**config.mk**
```make
export PLATFORM = sky130hd
export DESIGN_NAME = text_console_cursor_engine
export DESIGN_NICKNAME = d
export VERILOG_FILES = /design/src/design/tcc_pkg.sv /design/src/design/text_console_cursor_engine.sv /design/src/design/tcc_front.sv /design/src/design/tcc_queue.sv /design/src/design/tcc_back.sv
export SDC_FILE = /design/constraint.sdc
export NUM_CORES = 1
export LEC_CHECK = 0
export BUFFER_PORTS_ARGS = -buffer_cell sky130_fd_sc_hd__buf_4
export CORE_ASPECT_RATIO = 0.8
export CORE_UTILIZATION = 40
export DETAILED_ROUTE_END_ITERATION = 10
export SYNTH_ARGS = -nofsm -noshare
export SYNTH_HDL_FRONTEND = slang
export SYNTH_SLANG_ARGS = --single-unit
```
**constraint.sdc**
```tcl
create_clock -name clk -period 5.7 [get_ports clk]
set_input_delay 0.285 -clock clk [delete_from_list [all_inputs] [get_ports clk]]
set_output_delay 0.285 -clock clk [all_outputs]
set_load 0.02 [all_outputs]
```
**src/design/tcc_pkg.sv**
```systemverilog
// Shared types, codes and helpers for the text console cursor engine.
// No dependencies.
`default_nettype none
package tcc_pkg;

  localparam int CellW = 12;
  localparam int CellH = 16;
  localparam int MarkH = 2;
  localparam int QueueDepth = 4;
  localparam int DefFrameWidth = 640;
  localparam int DefFrameHeight = 480;

  localparam logic [23:0] COLOR_BG = 24'h000000;
  localparam logic [23:0] COLOR_FG = 24'hFFFFFF;
  localparam logic [19:0] BLINK_RESET = 20'd500000;

  localparam logic [3:0] MODE_PUTCHAR = 4'd0;
  localparam logic [3:0] MODE_BACKSP = 4'd1;
  localparam logic [3:0] MODE_SETPOS = 4'd2;
  localparam logic [3:0] MODE_CLEAR = 4'd3;
  localparam logic [3:0] MODE_CLRLINE = 4'd4;
  localparam logic [3:0] MODE_ENABLE = 4'd5;
  localparam logic [3:0] MODE_SHOW = 4'd6;
  localparam logic [3:0] MODE_HIDE = 4'd7;
  localparam logic [3:0] MODE_TICK = 4'd8;
  localparam logic [3:0] MODE_SUSPEND = 4'd9;
  localparam logic [3:0] MODE_RESUME = 4'd10;

  localparam logic [2:0] CMD_FILL = 3'd0;
  localparam logic [2:0] CMD_GLYPH = 3'd1;
  localparam logic [2:0] CMD_CLEAR = 3'd2;
  localparam logic [2:0] CMD_PRESENT = 3'd3;
  localparam logic [2:0] CMD_SERIAL = 3'd4;

  localparam logic [1:0] REG_COLUMNS = 2'd0;
  localparam logic [1:0] REG_ROWS = 2'd1;
  localparam logic [1:0] REG_BLINK = 2'd2;

  localparam logic [7:0] CH_NEWLINE = 8'd10;
  localparam logic [7:0] CH_RETURN = 8'd13;
  localparam logic [7:0] CH_BACKSP = 8'd8;
  localparam logic [7:0] CH_SPACE = 8'd32;

  // Result slots, in emission order.
  localparam int NumSlots = 10;
  localparam int SlotSer = 0;
  localparam int SlotErase = 1;
  localparam int SlotBs1 = 2;
  localparam int SlotBs2 = 3;
  localparam int SlotBs3 = 4;
  localparam int SlotGlyph = 5;
  localparam int SlotClear = 6;
  localparam int SlotFill = 7;
  localparam int SlotDraw = 8;
  localparam int SlotPresent = 9;

  typedef struct packed {
    logic [NumSlots-1:0] mask;
    logic [7:0]  ch;
    logic [7:0]  er_col;
    logic [7:0]  er_row;
    logic [7:0]  gl_col;
    logic [7:0]  gl_row;
    logic [11:0] fill_x;
    logic [11:0] fill_y;
    logic [11:0] fill_w;
    logic [4:0]  fill_h;
    logic [7:0]  fin_col;
    logic [7:0]  fin_row;
  } tcc_job_t;

  function automatic logic [11:0] cell_x(input logic [7:0] col);
    logic [11:0] t;
    t = {4'b0, col};
    return (t << 3) + (t << 2);
  endfunction

  function automatic logic [11:0] cell_y(input logic [7:0] row);
    return {row, 4'b0};
  endfunction

  function automatic logic [11:0] mark_y(input logic [7:0] row);
    return {row, 4'b0} + 12'(CellH - MarkH);
  endfunction

endpackage
`default_nettype wire

```
**src/design/text_console_cursor_engine.sv**
```systemverilog
// Text console cursor engine: top level joining front end, job queue and back end.
// Depends on tcc_pkg, tcc_front, tcc_queue, tcc_back.
//
// Each accepted command item updates the cursor state in the cycle it is taken
// and, if it has any results, leaves a job in a four-entry queue; the back end
// turns each job into its draw commands (fill, glyph, clear, present, serial
// byte), one result per cycle while the receiver is ready, through a registered
// output. An item is taken every cycle while the queue has room, so the sustained
// rate is set by the output: a command has one to seven results (seven for a
// backspace that moves the cursor, six at most for putchar), or none. The output
// fields cur_col and cur_row carry the cursor cell after the whole command; last
// marks its final result. Configuration writes (columns, rows, blink period) take
// effect on the next item; a column or row count of zero acts as one.
`default_nettype none
module text_console_cursor_engine import tcc_pkg::*; #(
  parameter int FRAME_WIDTH = DefFrameWidth,
  parameter int FRAME_HEIGHT = DefFrameHeight
) (
  input  wire logic        clk,
  input  wire logic        rst,
  input  wire logic        cfg_we,
  input  wire logic [1:0]  cfg_index,
  input  wire logic [19:0] cfg_data,
  input  wire logic        in_valid,
  output logic             in_ready,
  input  wire logic [3:0]  mode,
  input  wire logic [7:0]  char_code,
  input  wire logic signed [15:0] pos_col,
  input  wire logic signed [15:0] pos_row,
  input  wire logic        enable_flag,
  output logic             out_valid,
  input  wire logic        out_ready,
  output logic [2:0]       command,
  output logic [11:0]      pixel_x,
  output logic [11:0]      pixel_y,
  output logic [11:0]      rect_width,
  output logic [4:0]       rect_height,
  output logic [23:0]      color,
  output logic [7:0]       byte_out,
  output logic [7:0]       cur_col,
  output logic [7:0]       cur_row,
  output logic             last
);

  tcc_job_t job, head;
  logic     job_valid, full, pop, not_empty, take;

  // Take an item whenever the queue has room.
  assign in_ready = !full;
  assign take = in_valid && in_ready;

  tcc_front #(
    .FRAME_WIDTH (FRAME_WIDTH),
    .FRAME_HEIGHT(FRAME_HEIGHT)
  ) u_front (
    .clk        (clk),
    .rst        (rst),
    .cfg_we     (cfg_we),
    .cfg_index  (cfg_index),
    .cfg_data   (cfg_data),
    .take       (take),
    .mode       (mode),
    .char_code  (char_code),
    .pos_col    (pos_col),
    .pos_row    (pos_row),
    .enable_flag(enable_flag),
    .job        (job),
    .job_valid  (job_valid)
  );

  tcc_queue u_queue (
    .clk      (clk),
    .rst      (rst),
    .push     (job_valid),
    .push_job (job),
    .full     (full),
    .pop      (pop),
    .head     (head),
    .not_empty(not_empty)
  );

  tcc_back u_back (
    .clk        (clk),
    .rst        (rst),
    .head       (head),
    .head_valid (not_empty),
    .pop        (pop),
    .out_valid  (out_valid),
    .out_ready  (out_ready),
    .command    (command),
    .pixel_x    (pixel_x),
    .pixel_y    (pixel_y),
    .rect_width (rect_width),
    .rect_height(rect_height),
    .color      (color),
    .byte_out   (byte_out),
    .cur_col    (cur_col),
    .cur_row    (cur_row),
    .last       (last)
  );

endmodule
`default_nettype wire

```
**src/design/tcc_front.sv**
```systemverilog
// Front end: accepts command items, keeps cursor state and config, builds jobs.
// Depends on tcc_pkg.
`default_nettype none
module tcc_front import tcc_pkg::*; #(
  parameter int FRAME_WIDTH = DefFrameWidth,
  parameter int FRAME_HEIGHT = DefFrameHeight
) (
  input  wire logic        clk,
  input  wire logic        rst,
  input  wire logic        cfg_we,
  input  wire logic [1:0]  cfg_index,
  input  wire logic [19:0] cfg_data,
  input  wire logic        take,
  input  wire logic [3:0]  mode,
  input  wire logic [7:0]  char_code,
  input  wire logic signed [15:0] pos_col,
  input  wire logic signed [15:0] pos_row,
  input  wire logic        enable_flag,
  output tcc_job_t         job,
  output logic             job_valid
);

  logic [7:0]  text_columns, text_rows;
  logic [19:0] blink_period;
  logic [7:0]  cursor_col, cursor_row, mark_col, mark_row;
  logic        cursor_on, cursor_shown, mark_drawn, paused, saved_shown;
  logic [19:0] blink_count;

  logic [7:0]  cursor_col_next, cursor_row_next, mark_col_next, mark_row_next;
  logic        cursor_on_next, cursor_shown_next, mark_drawn_next;
  logic        paused_next, saved_shown_next;
  logic [19:0] blink_count_next;

  logic [7:0]  ncols, nrows;
  logic [19:0] period;
  logic [12:0] line_px;

  assign ncols  = (text_columns == 8'd0) ? 8'd1 : text_columns;
  assign nrows  = (text_rows == 8'd0) ? 8'd1 : text_rows;
  assign period = (blink_period == 20'd0) ? 20'd1 : blink_period;
  assign line_px = {1'b0, cell_x(cursor_col)};

  function automatic logic [7:0] clamp_cell(input logic signed [15:0] v,
                                            input logic [7:0] n);
    if (v < 0) return 8'd0;
    if ($unsigned(v) >= {8'd0, n}) return n - 8'd1;
    return v[7:0];
  endfunction

  always_comb begin
    tcc_job_t j;
    logic     do_erase, do_draw, do_newline;
    j = '0;
    do_erase = 1'b0;
    do_draw = 1'b0;
    do_newline = 1'b0;
    cursor_col_next = cursor_col;
    cursor_row_next = cursor_row;
    cursor_on_next = cursor_on;
    cursor_shown_next = cursor_shown;
    mark_drawn_next = mark_drawn;
    mark_col_next = mark_col;
    mark_row_next = mark_row;
    paused_next = paused;
    saved_shown_next = saved_shown;
    blink_count_next = blink_count;
    j.ch = char_code;
    j.er_col = mark_col;
    j.er_row = mark_row;
    j.gl_col = cursor_col;
    j.gl_row = cursor_row;

    case (mode)
      MODE_PUTCHAR: begin
        j.mask[SlotSer] = 1'b1;
        if (!paused) begin
          do_erase = 1'b1;
          do_draw = 1'b1;
          j.mask[SlotPresent] = 1'b1;
          if (char_code == CH_NEWLINE) begin
            do_newline = 1'b1;
          end else if (char_code == CH_RETURN) begin
            cursor_col_next = 8'd0;
          end else begin
            j.mask[SlotGlyph] = 1'b1;
            cursor_col_next = cursor_col + 8'd1;
            if (cursor_col_next >= ncols) do_newline = 1'b1;
          end
        end
      end
      MODE_BACKSP: begin
        if (!paused) begin
          do_erase = 1'b1;
          do_draw = 1'b1;
          j.mask[SlotPresent] = 1'b1;
          if (cursor_col != 8'd0) begin
            cursor_col_next = cursor_col - 8'd1;
            j.mask[SlotBs1] = 1'b1;
            j.mask[SlotBs2] = 1'b1;
            j.mask[SlotBs3] = 1'b1;
            j.mask[SlotFill] = 1'b1;
            j.fill_x = cell_x(cursor_col_next);
            j.fill_y = cell_y(cursor_row);
            j.fill_w = 12'(CellW);
            j.fill_h = 5'(CellH);
          end
        end
      end
      MODE_SETPOS: begin
        if (!paused) begin
          do_erase = 1'b1;
          do_draw = 1'b1;
          j.mask[SlotPresent] = 1'b1;
          cursor_col_next = clamp_cell(pos_col, ncols);
          cursor_row_next = clamp_cell(pos_row, nrows);
        end
      end
      MODE_CLEAR: begin
        if (!paused) begin
          j.mask[SlotClear] = 1'b1;
          cursor_col_next = 8'd0;
          cursor_row_next = 8'd0;
          mark_drawn_next = 1'b0;
          do_draw = 1'b1;
          j.mask[SlotPresent] = 1'b1;
        end
      end
      MODE_CLRLINE: begin
        if (!paused) begin
          do_erase = 1'b1;
          do_draw = 1'b1;
          j.mask[SlotPresent] = 1'b1;
          if (13'(FRAME_WIDTH) > line_px) begin
            j.mask[SlotFill] = 1'b1;
            j.fill_x = line_px[11:0];
            j.fill_y = cell_y(cursor_row);
            j.fill_w = 12'(13'(FRAME_WIDTH) - line_px);
            j.fill_h = 5'(CellH);
          end
        end
      end
      MODE_ENABLE: begin
        if (!paused) begin
          do_erase = 1'b1;
          cursor_on_next = enable_flag;
          cursor_shown_next = enable_flag;
          blink_count_next = '0;
          do_draw = 1'b1;
          j.mask[SlotPresent] = 1'b1;
        end
      end
      MODE_SHOW: begin
        if (!paused && cursor_on) begin
          do_erase = 1'b1;
          cursor_shown_next = 1'b1;
          blink_count_next = '0;
          do_draw = 1'b1;
          j.mask[SlotPresent] = 1'b1;
        end
      end
      MODE_HIDE: begin
        if (!paused) begin
          do_erase = 1'b1;
          cursor_shown_next = 1'b0;
          blink_count_next = '0;
          j.mask[SlotPresent] = 1'b1;
        end
      end
      MODE_TICK: begin
        if (!paused && cursor_on) begin
          blink_count_next = blink_count + 20'd1;
          if (blink_count_next >= period) begin
            blink_count_next = '0;
            j.mask[SlotPresent] = 1'b1;
            if (cursor_shown) begin
              do_erase = 1'b1;
              cursor_shown_next = 1'b0;
            end else begin
              cursor_shown_next = 1'b1;
              do_draw = 1'b1;
            end
          end
        end
      end
      MODE_SUSPEND: begin
        if (!paused) begin
          do_erase = 1'b1;
          saved_shown_next = cursor_shown;
          cursor_shown_next = 1'b0;
          blink_count_next = '0;
          paused_next = 1'b1;
          cursor_col_next = 8'd0;
          cursor_row_next = 8'd0;
          j.mask[SlotClear] = 1'b1;
          j.mask[SlotPresent] = 1'b1;
        end
      end
      MODE_RESUME: begin
        if (paused) begin
          paused_next = 1'b0;
          cursor_col_next = 8'd0;
          cursor_row_next = 8'd0;
          mark_drawn_next = 1'b0;
          blink_count_next = '0;
          cursor_shown_next = cursor_on && saved_shown;
          saved_shown_next = 1'b0;
          j.mask[SlotClear] = 1'b1;
          do_draw = 1'b1;
          j.mask[SlotPresent] = 1'b1;
        end
      end
      default: begin
      end
    endcase

    // Erase the old underline if one is drawn; its slot comes before any glyph or new underline.
    if (do_erase && mark_drawn) begin
      if (mark_col < ncols && mark_row < nrows) j.mask[SlotErase] = 1'b1;
      mark_drawn_next = 1'b0;
    end

    // Running past the last row clears the screen and homes the cursor.
    if (do_newline) begin
      cursor_col_next = 8'd0;
      cursor_row_next = cursor_row + 8'd1;
      if (cursor_row_next >= nrows) begin
        j.mask[SlotClear] = 1'b1;
        cursor_row_next = 8'd0;
        mark_drawn_next = 1'b0;
      end
    end

    if (do_draw && cursor_on_next && cursor_shown_next) begin
      if (cursor_col_next < ncols && cursor_row_next < nrows) j.mask[SlotDraw] = 1'b1;
      mark_drawn_next = 1'b1;
      mark_col_next = cursor_col_next;
      mark_row_next = cursor_row_next;
    end

    j.fin_col = cursor_col_next;
    j.fin_row = cursor_row_next;
    job = j;
    job_valid = take && (j.mask != '0);
  end

  always_ff @(posedge clk) begin
    if (rst) begin
      text_columns <= 8'(FRAME_WIDTH / CellW);
      text_rows    <= 8'(FRAME_HEIGHT / CellH);
      blink_period <= BLINK_RESET;
    end else if (cfg_we) begin
      case (cfg_index)
        REG_COLUMNS: text_columns <= cfg_data[7:0];
        REG_ROWS:    text_rows <= cfg_data[7:0];
        REG_BLINK:   blink_period <= cfg_data;
        default: begin
        end
      endcase
    end
  end

  always_ff @(posedge clk) begin
    if (rst) begin
      cursor_col <= '0;
      cursor_row <= '0;
      cursor_on <= 1'b0;
      cursor_shown <= 1'b0;
      blink_count <= '0;
      mark_drawn <= 1'b0;
      mark_col <= '0;
      mark_row <= '0;
      paused <= 1'b0;
      saved_shown <= 1'b0;
    end else if (take) begin
      cursor_col <= cursor_col_next;
      cursor_row <= cursor_row_next;
      cursor_on <= cursor_on_next;
      cursor_shown <= cursor_shown_next;
      blink_count <= blink_count_next;
      mark_drawn <= mark_drawn_next;
      mark_col <= mark_col_next;
      mark_row <= mark_row_next;
      paused <= paused_next;
      saved_shown <= saved_shown_next;
    end
  end

endmodule
`default_nettype wire

```
**src/design/tcc_queue.sv**
```systemverilog
// Short job queue between the front and back ends.
// Depends on tcc_pkg.
`default_nettype none
module tcc_queue import tcc_pkg::*; (
  input  wire logic clk,
  input  wire logic rst,
  input  wire logic push,
  input  tcc_job_t  push_job,
  output logic      full,
  input  wire logic pop,
  output tcc_job_t  head,
  output logic      not_empty
);

  localparam int PtrW = $clog2(QueueDepth);

  tcc_job_t        slots [QueueDepth];
  logic [PtrW-1:0] wr_ptr, rd_ptr;
  logic [PtrW:0]   count;

  assign full = (count == (PtrW+1)'(QueueDepth));
  assign not_empty = (count != '0);
  assign head = slots[rd_ptr];

  always_ff @(posedge clk) begin
    if (push) slots[wr_ptr] <= push_job;
  end

  always_ff @(posedge clk) begin
    if (rst) begin
      wr_ptr <= '0;
      rd_ptr <= '0;
      count <= '0;
    end else begin
      if (push) wr_ptr <= wr_ptr + 1'b1;
      if (pop) rd_ptr <= rd_ptr + 1'b1;
      case ({push, pop})
        2'b10: count <= count + 1'b1;
        2'b01: count <= count - 1'b1;
        default: count <= count;
      endcase
    end
  end

endmodule
`default_nettype wire

```
**src/design/tcc_back.sv**
```systemverilog
// Back end: walks a job's slot mask and emits one draw command per cycle while the receiver is ready.
// Depends on tcc_pkg.
`default_nettype none
module tcc_back import tcc_pkg::*; (
  input  wire logic clk,
  input  wire logic rst,
  input  tcc_job_t  head,
  input  wire logic head_valid,
  output logic      pop,
  output logic        out_valid,
  input  wire logic   out_ready,
  output logic [2:0]  command,
  output logic [11:0] pixel_x,
  output logic [11:0] pixel_y,
  output logic [11:0] rect_width,
  output logic [4:0]  rect_height,
  output logic [23:0] color,
  output logic [7:0]  byte_out,
  output logic [7:0]  cur_col,
  output logic [7:0]  cur_row,
  output logic        last
);

  tcc_job_t            cur;
  logic                cur_valid;
  logic [3:0]          sel;
  logic [NumSlots-1:0] rest;
  logic                load;

  always_comb begin
    sel = '0;
    for (int i = NumSlots - 1; i >= 0; i--) begin
      if (cur.mask[i]) sel = 4'(i);
    end
    rest = cur.mask & ~(NumSlots'(1) << sel);
  end

  assign load = cur_valid && (!out_valid || out_ready);
  assign pop = head_valid && (!cur_valid || (load && rest == '0));

  always_ff @(posedge clk) begin
    if (rst) begin
      cur_valid <= 1'b0;
    end else if (pop) begin
      cur_valid <= 1'b1;
    end else if (load && rest == '0) begin
      cur_valid <= 1'b0;
    end
  end

  always_ff @(posedge clk) begin
    if (pop) begin
      cur <= head;
    end else if (load) begin
      cur.mask <= rest;
    end
  end

  always_ff @(posedge clk) begin
    if (rst) begin
      out_valid <= 1'b0;
    end else if (load) begin
      out_valid <= 1'b1;
    end else if (out_ready) begin
      out_valid <= 1'b0;
    end
  end

  always_ff @(posedge clk) begin
    if (load) begin
      command <= CMD_FILL;
      pixel_x <= '0;
      pixel_y <= '0;
      rect_width <= '0;
      rect_height <= '0;
      color <= COLOR_BG;
      byte_out <= '0;
      cur_col <= cur.fin_col;
      cur_row <= cur.fin_row;
      last <= (rest == '0);
      case (sel)
        4'(SlotSer): begin
          command <= CMD_SERIAL;
          byte_out <= cur.ch;
        end
        4'(SlotErase): begin
          pixel_x <= cell_x(cur.er_col);
          pixel_y <= mark_y(cur.er_row);
          rect_width <= 12'(CellW);
          rect_height <= 5'(MarkH);
        end
        4'(SlotBs1), 4'(SlotBs3): begin
          command <= CMD_SERIAL;
          byte_out <= CH_BACKSP;
        end
        4'(SlotBs2): begin
          command <= CMD_SERIAL;
          byte_out <= CH_SPACE;
        end
        4'(SlotGlyph): begin
          command <= CMD_GLYPH;
          pixel_x <= cell_x(cur.gl_col);
          pixel_y <= cell_y(cur.gl_row);
          color <= COLOR_FG;
          byte_out <= cur.ch;
        end
        4'(SlotClear): command <= CMD_CLEAR;
        4'(SlotFill): begin
          pixel_x <= cur.fill_x;
          pixel_y <= cur.fill_y;
          rect_width <= cur.fill_w;
          rect_height <= cur.fill_h;
        end
        4'(SlotDraw): begin
          pixel_x <= cell_x(cur.fin_col);
          pixel_y <= mark_y(cur.fin_row);
          rect_width <= 12'(CellW);
          rect_height <= 5'(MarkH);
          color <= COLOR_FG;
        end
        4'(SlotPresent): command <= CMD_PRESENT;
        default: command <= CMD_PRESENT;
      endcase
    end
  end

endmodule
`default_nettype wire

```
# After elaboration in Yosys (flattened, before gate mapping)
# Memories as Yosys holds them, arrays and structs flattened. A register that Yosys moved wholly into a read port is not among the register bits.
# Cells that the tools add are included.
word_totals:
  ramBits: 428
  elab_cells: 296
  out_inout_bits: 95
  memories: 1
  regBits: 302
  inputBits: 72
classes:
  n_shift: 1
  reduce_logical: 53
  n_eq_ne: 30
  n_addsub: 18
  order_cmp: 12
  n_bitwise: 2
  mux: 139
memory_table:
  columns: ["name", "words", "word_bits", "read_ports", "rd_ports_with_merged_regs", "write_ports", "line", "text"]
  rows:
  - ["u_queue.slots", 4, 107, 1, 1, 1, "tcc_queue.sv:17", "tcc_job_t slots [QueueDepth];"]
ops:
  columns: ["cell", "n"]
  rows:
  - ["2-to-1 mux 8 bit", 24]
  - ["2-to-1 mux 41 bit", 4]
  - ["2-to-1 mux 20 bit", 6]
  - ["case mux 12 bit (4 select lines)", 2]
  - ["case mux 41 bit (2 select lines)", 1]
  - ["case mux 20 bit (4 select lines)", 1]
  - ["2-to-1 mux 1 bit", 67]
  - ["adder 11 x 10 -> 12 bit", 5]
  - ["case mux 8 bit (3 select lines)", 2]
  - ["2-to-1 mux 4 bit", 10]
  - ["case mux 8 bit (5 select lines)", 1]
  - ["== test 4 x 3 -> 1 bit, second input constant", 8]
  - ["greater-or-equal comparator 16 x 8 -> 1 bit", 2]
  - ["< comparator 16 x 1 -> 1 bit, second input constant", 2]
  - ["< comparator 8 bit", 4]
  - ["adder 12 x 4 -> 12 bit, second input constant", 2]
  - ["2-to-1 mux 24 bit", 1]
  - ["case mux 12 bit (2 select lines)", 1]
  - ["subtractor 8 x 1 -> 8 bit, second input constant", 3]
  - ["adder 20 x 1 -> 20 bit, second input constant", 1]
  - ["greater-or-equal comparator 20 bit", 1]
  - ["logical NOT 20 bit", 1]
  - ["2-to-1 mux 10 bit", 2]
  - ["adder 8 x 1 -> 8 bit, second input constant", 2]
  - ["48 further kinds", 102]

# Longest topological paths before layout
depth:
  word_depth: 20
  ltp_mapped: 28
  depth_no_buf: 27

# Cells and area by module
# A second synthesis with hierarchy kept.
unflattened:
  hier_cells: 2276
  hier_area_um2: 32416.1
by_module_without_submodules:
  columns: ["module", "seq_area_each_um2", "instances", "area_per_inst_um2", "cells_per_inst"]
  rows:
  - ["tcc_queue", 13032.5, 1, 15846.4, 602]
  - ["tcc_front", 1861.8, 1, 8999.9, 1174]
  - ["tcc_back", 5355.1, 1, 7559.8, 498]
  - ["text_console_cursor_engine", 0.0, 1, 10.0, 2]

# Worst setup path after synthesis
# OpenSTA, ideal clock, no wires.
synth_path:
  path_type: "register to register"
  start: "register u_front.cursor_col[0]"
  end: "memory u_queue.slots[0][0] in the netlist's numbering, enable pin"
  t_required_ns: 5.290
  setup_time_ns: 0.410
  arrival_time_ns: 5.533
  period_less_slack_ns: 5.944
  path_buffers: 1
  stages_incl_launch_ff: 22
  slack_ns: -0.244
  path_cell_list: "dfxtp_1 > clkbuf_1 > nand4_1 > xnor2_1 > ha_1 > a21oi_1 > a21bo_2 > a32o_1 > a31oi_4 > nand3b_1 > o2bb2ai_1 > a211oi_1 > inv_1 > ha_1 > a21oi_1 > nor2b_1 > o21ai_0 > nand4_1 > a211oi_1 > o21ai_2 > o31ai_4 > and2_2"
synth_rtl:
  columns: ["item", "line", "text"]
  rows:
  - ["start, declared", "tcc_front.sv:25", "logic [7:0] cursor_col, cursor_row, mark_col, mark_row;"]
  - ["start signal, assigned", "tcc_front.sv:275", "cursor_col <= cursor_col_next;"]
  - ["end, declared", "tcc_queue.sv:17", null]

==> flow_summary_export.csv <==
group,metric,value,unit
sta,fin_skew,0.02465,ns
sta,fin_ws,0.2800,ns
clock_tree,cts_max_path_buffers,3,
placement,place_ws,0.04418,ns
die,rows,88,
placement,placement.cell_area,31930,sq um
layout,fillers,6345,
grt,overflow,0,
grt,grt_max_degree,105,
layout,nets,2602,
critical_path,crit_path_start_kind,"flip-flop",
pwr,p_leak,12.78,nW
sta,max_freq,184.5,MHz
grt,antenna_found_initial,0,
synthesis,synth_ff_type,"edfxtp_1",
pwr,peakVddDrop,0.0002623,V
synthesis,synthDistinctLibCells,92,
layout,seqCellArea,17810,sq um
run_status,outcome,"finished, final reports clean",
critical_path,path_class,"reg -> reg",
clock_tree,h-tree-depth,3,
pwr,p_sw_share,30.28,%
synthesis,synthesis.area,29220,sq um
sta,hold_viol,0,
die,core,72230,sq um
layout,fin_util,47.92,%
pwr,switching_power,0.004354,W
placement,place_congestion,0.9481,
sta,period_share,95.09,%
sta,setup_viol,0,
clock_tree,clock_sinks,627,
min_path,hold_class,"in -> reg",
critical_path,worstPathArrival,5.95,ns
layout,diodes,0,
die,start_util,40.46,%
critical_path,cp-end-kind,"flip-flop",
synthesis,yosysWarnings,0,
sta,max-slew-margin-rel,18.24,%
drt,drc,0,
sta,slew_viol_final,0,
placement,numPlacedInstances,3227,
critical_path,cp.required,6.23,ns
synthesis,yosys.area.top_type,"edfxtp_1",
layout,final_cells,3375,
layout,drive_gt1_share,21.69,%
clock_tree,cts_tree,"done",
pwr,p_int,0.01002,W
synthesis,ys_seq_area_share,60.87,%
flow_run,max_cap_viol_count,0,
drt,finalWirelength,73080,um
synthesis,synth_top_cells_by_area,"edfxtp_1 (54%), dfxtp_1 (7.1%), mux4_2 (7.1%)",
synthesis,synthArstFlopShare,0,%
synthesis,ys_ff_latch,627,
grt,grt_pass1_wl,111000,um
clock_tree,worstSkewPairLatency,0.62,ns
placement,dpl.hpwl,51630,um
pwr,p_comb_share,25.0,%
clock_tree,clock-root-buffer,"clkbuf_16",
placement,port_buffers,158,
critical_path,critPathMaxFanout,7,
grt,grt_util_all_layers,19.65,%
drt,antenna_left,0,
synthesis,synth.top_cell.area_share,53.75,%
die,die_x,304.2,um
layout,multi_input_comb_area,10670,sq um
layout,fin_area,34610,sq um
drt,drtIter0Drc,1413,
drt,avgViaCountPerCell,5.495,
synthesis,syn_area_per_cell,13.68,sq um
drt,wire_per_inst,21.65,um
min_path,hold_depth,4,
drt,num_vias,18540,
sta,worst_slew_pin_slew,1.222,ns
pwr,clockPowerShare,30.4,%
die,fp.dieH,243.7,um
drt,drt-pass1-iter-count,5,
die,io_pins,167,
critical_path,worstRegToRegCells,26,
synthesis,synth_edf_count,523,
grt,first_global_vias,18230,
sta,fin_crit,5.420,ns
die,die_area,74140,sq um
pwr,powerDensity,415.4,nW/um^2
clock_tree,numCtsBuffers,66,
layout,synthToLayoutAreaGrowth,18.45,%
synthesis,synthCells,2136,
clock_tree,clk_pin_slew_worst_paths,0.06,ns
pwr,seqPwrFrac,44.6,%
power groups by stage:
stage | sequential (W) | clock, W | combinational, W
floorplan | 0.00646 | 0 | 0.00235
finish | 0.00641 | 0.00437 | 0.00359
CTS | 0.00642 | 0.00447 | 0.00364
global placement | 0.00649 | 0 | 0.00356
detailed placement | 0.00651 | 0 | 0.00361
global route | 0.00649 | 0.00463 | 0.00394
through the flow:
step                      hold slack [ns]  total power (W)   TNS [ns]
after CTS                         0.05527          0.01453          0
after floorplan                    0.3839         0.008804     -89.78
after global routing               0.1390          0.01507  -0.001128
after detailed placement           0.4404          0.01013          0
after global placement             0.4404          0.01005          0
final                             0.07685          0.01438          0
timing repair:
item / in CTS / in global routing
setup endpoints to repair: 0 / 371
buffers inserted: 0 / 3
resized for setup: 0 / 47
hold buffers: 29 / 0
endpoints found under the hold margin: 69 / 0
registers in the layout, summed over array words and instances (netlist names), 9 cells and up, named ones only:
signal and count:
u_queue.slots 368, u_back.rect_width 10, u_back.pixel_x 10, u_front.blink_period 20, u_back.pixel_y 9, u_front.blink_count 20
u_back.cur 95
path summary, 6_finish.rpt:
path                                                         start                            end  slack [ns]
worst max-delay path            u_front.cursor_col[5]$_SDFFE_PP0P_  u_queue.count[2]$_SDFFE_PP0P_        0.28
worst min-delay path                                     out_ready  u_back.out_valid$_SDFFE_PP0P_        0.08
worst max register to register  u_front.cursor_col[5]$_SDFFE_PP0P_  u_queue.count[2]$_SDFFE_PP0P_        0.28
worst min register to register             u_back.cur[1]$_DFFE_PP_    u_back.cur_row[1]$_DFFE_PP_        0.45
layer usage:
| metal | routed length [um] | vias to the layer above | part of all wire [%] | global-route usage, % |
|---|---|---|---|---|
| li1 | - | 8602 | - | - |
| met2 | 32520 | 573 | 44 | 29.65 |
| met5 | 0 | - | 0 | 0 |
| met1 | 34370 | 9270 | 47 | 28.85 |
| met4 | 1537 | 0 | 2.1 | 5.270 |
| met3 | 4659 | 99 | 6.4 | 3.827 |
cells in the mapped netlist (all sizes together) (25+ instances only):
cell type and count:
xor2 30, edfxtp 523, xnor2 56, a21oi 123, nand2 152, inv 99
nand2b 27, nor3 27, nor2 120, nand3 40, a211oi 31, ha 142
o21ai 73, mux4 92, dfxtp 104, buf 62, a21o 34, and2 25
clkbuf 61
worst max-delay path: stages, from the launching register on:
cell      delay (ns)
dfxtp_1         0.36
ha_2            0.23
nand4_1         0.16
xnor2_2         0.19
ha_1            0.35
a21oi_2         0.17
a21bo_2         0.24
a32o_1          0.25
a31oi_4         0.21
buf_4           0.16
nor2_2          0.07
a21o_1          0.21
inv_1           0.19
ha_1            0.29
a21o_1          0.16
a211oi_1        0.27
nand4_1         0.15
a211oi_2        0.24
o21ai_2         0.14
o31ai_4         0.22
inv_1           0.07
ha_1            0.23
inv_1           0.07
fa_1            0.18
xor2_1          0.08
or3_1           0.31
a21oi_1         0.14
cell usage in the layout, fill, tap and decap left out, drive strengths merged, types with 10 or more instances in the layout:
master | netlist | final
clkinv | 0 | 19
a222oi | 18 | 18
nand2b | 27 | 27
mux4 | 92 | 92
nor2 | 120 | 120
ha | 142 | 142
edfxtp | 523 | 523
mux2i | 18 | 18
o21a | 18 | 18
nor2b | 18 | 18
a21o | 34 | 34
o211ai | 15 | 15
conb | 1 | 16
nand3 | 40 | 40
o21ai | 73 | 73
a31oi | 18 | 18
nand4 | 18 | 18
o31ai | 11 | 11
and3 | 13 | 13
dfxtp | 104 | 104
and2 | 25 | 25
clkbuf | 61 | 82
nor3b | 10 | 10
nor3 | 27 | 27
buf | 62 | 257
a21oi | 123 | 123
xnor2 | 56 | 56
xor2 | 30 | 30
a211oi | 31 | 31
nand3b | 13 | 13
a211o | 12 | 12
inv | 99 | 103
nor4 | 20 | 20
nand2 | 152 | 152
dlygate4sd3 | 0 | 29
o21bai | 10 | 10
cells by family (layout without fill, tap and decap cells):
family	Yosys count	count (layout)	synth area share, %
buffers and inverters	222	501	3.554
other	1	16	0.01283
muxes	114	114	7.874
xor gates and xnor gates	86	86	2.578
AOI/OAI and AO/OA	425	425	9.857
DFF	627	627	60.87
and+or+nand+nor	513	513	8.761
adders and majority gates	148	148	6.491
final cells by class:
class,instances,area share [%]
Timing Repair Buffer,286,6.883
Sequential cell,627,51.46
Clock buffer,82,5.126
Clock inverter,34,1.218
Inverter,99,1.074
Tap cell,945,3.416
Multi-Input combinational cell,1302,30.82
Power figures use the tool's default switching activity.
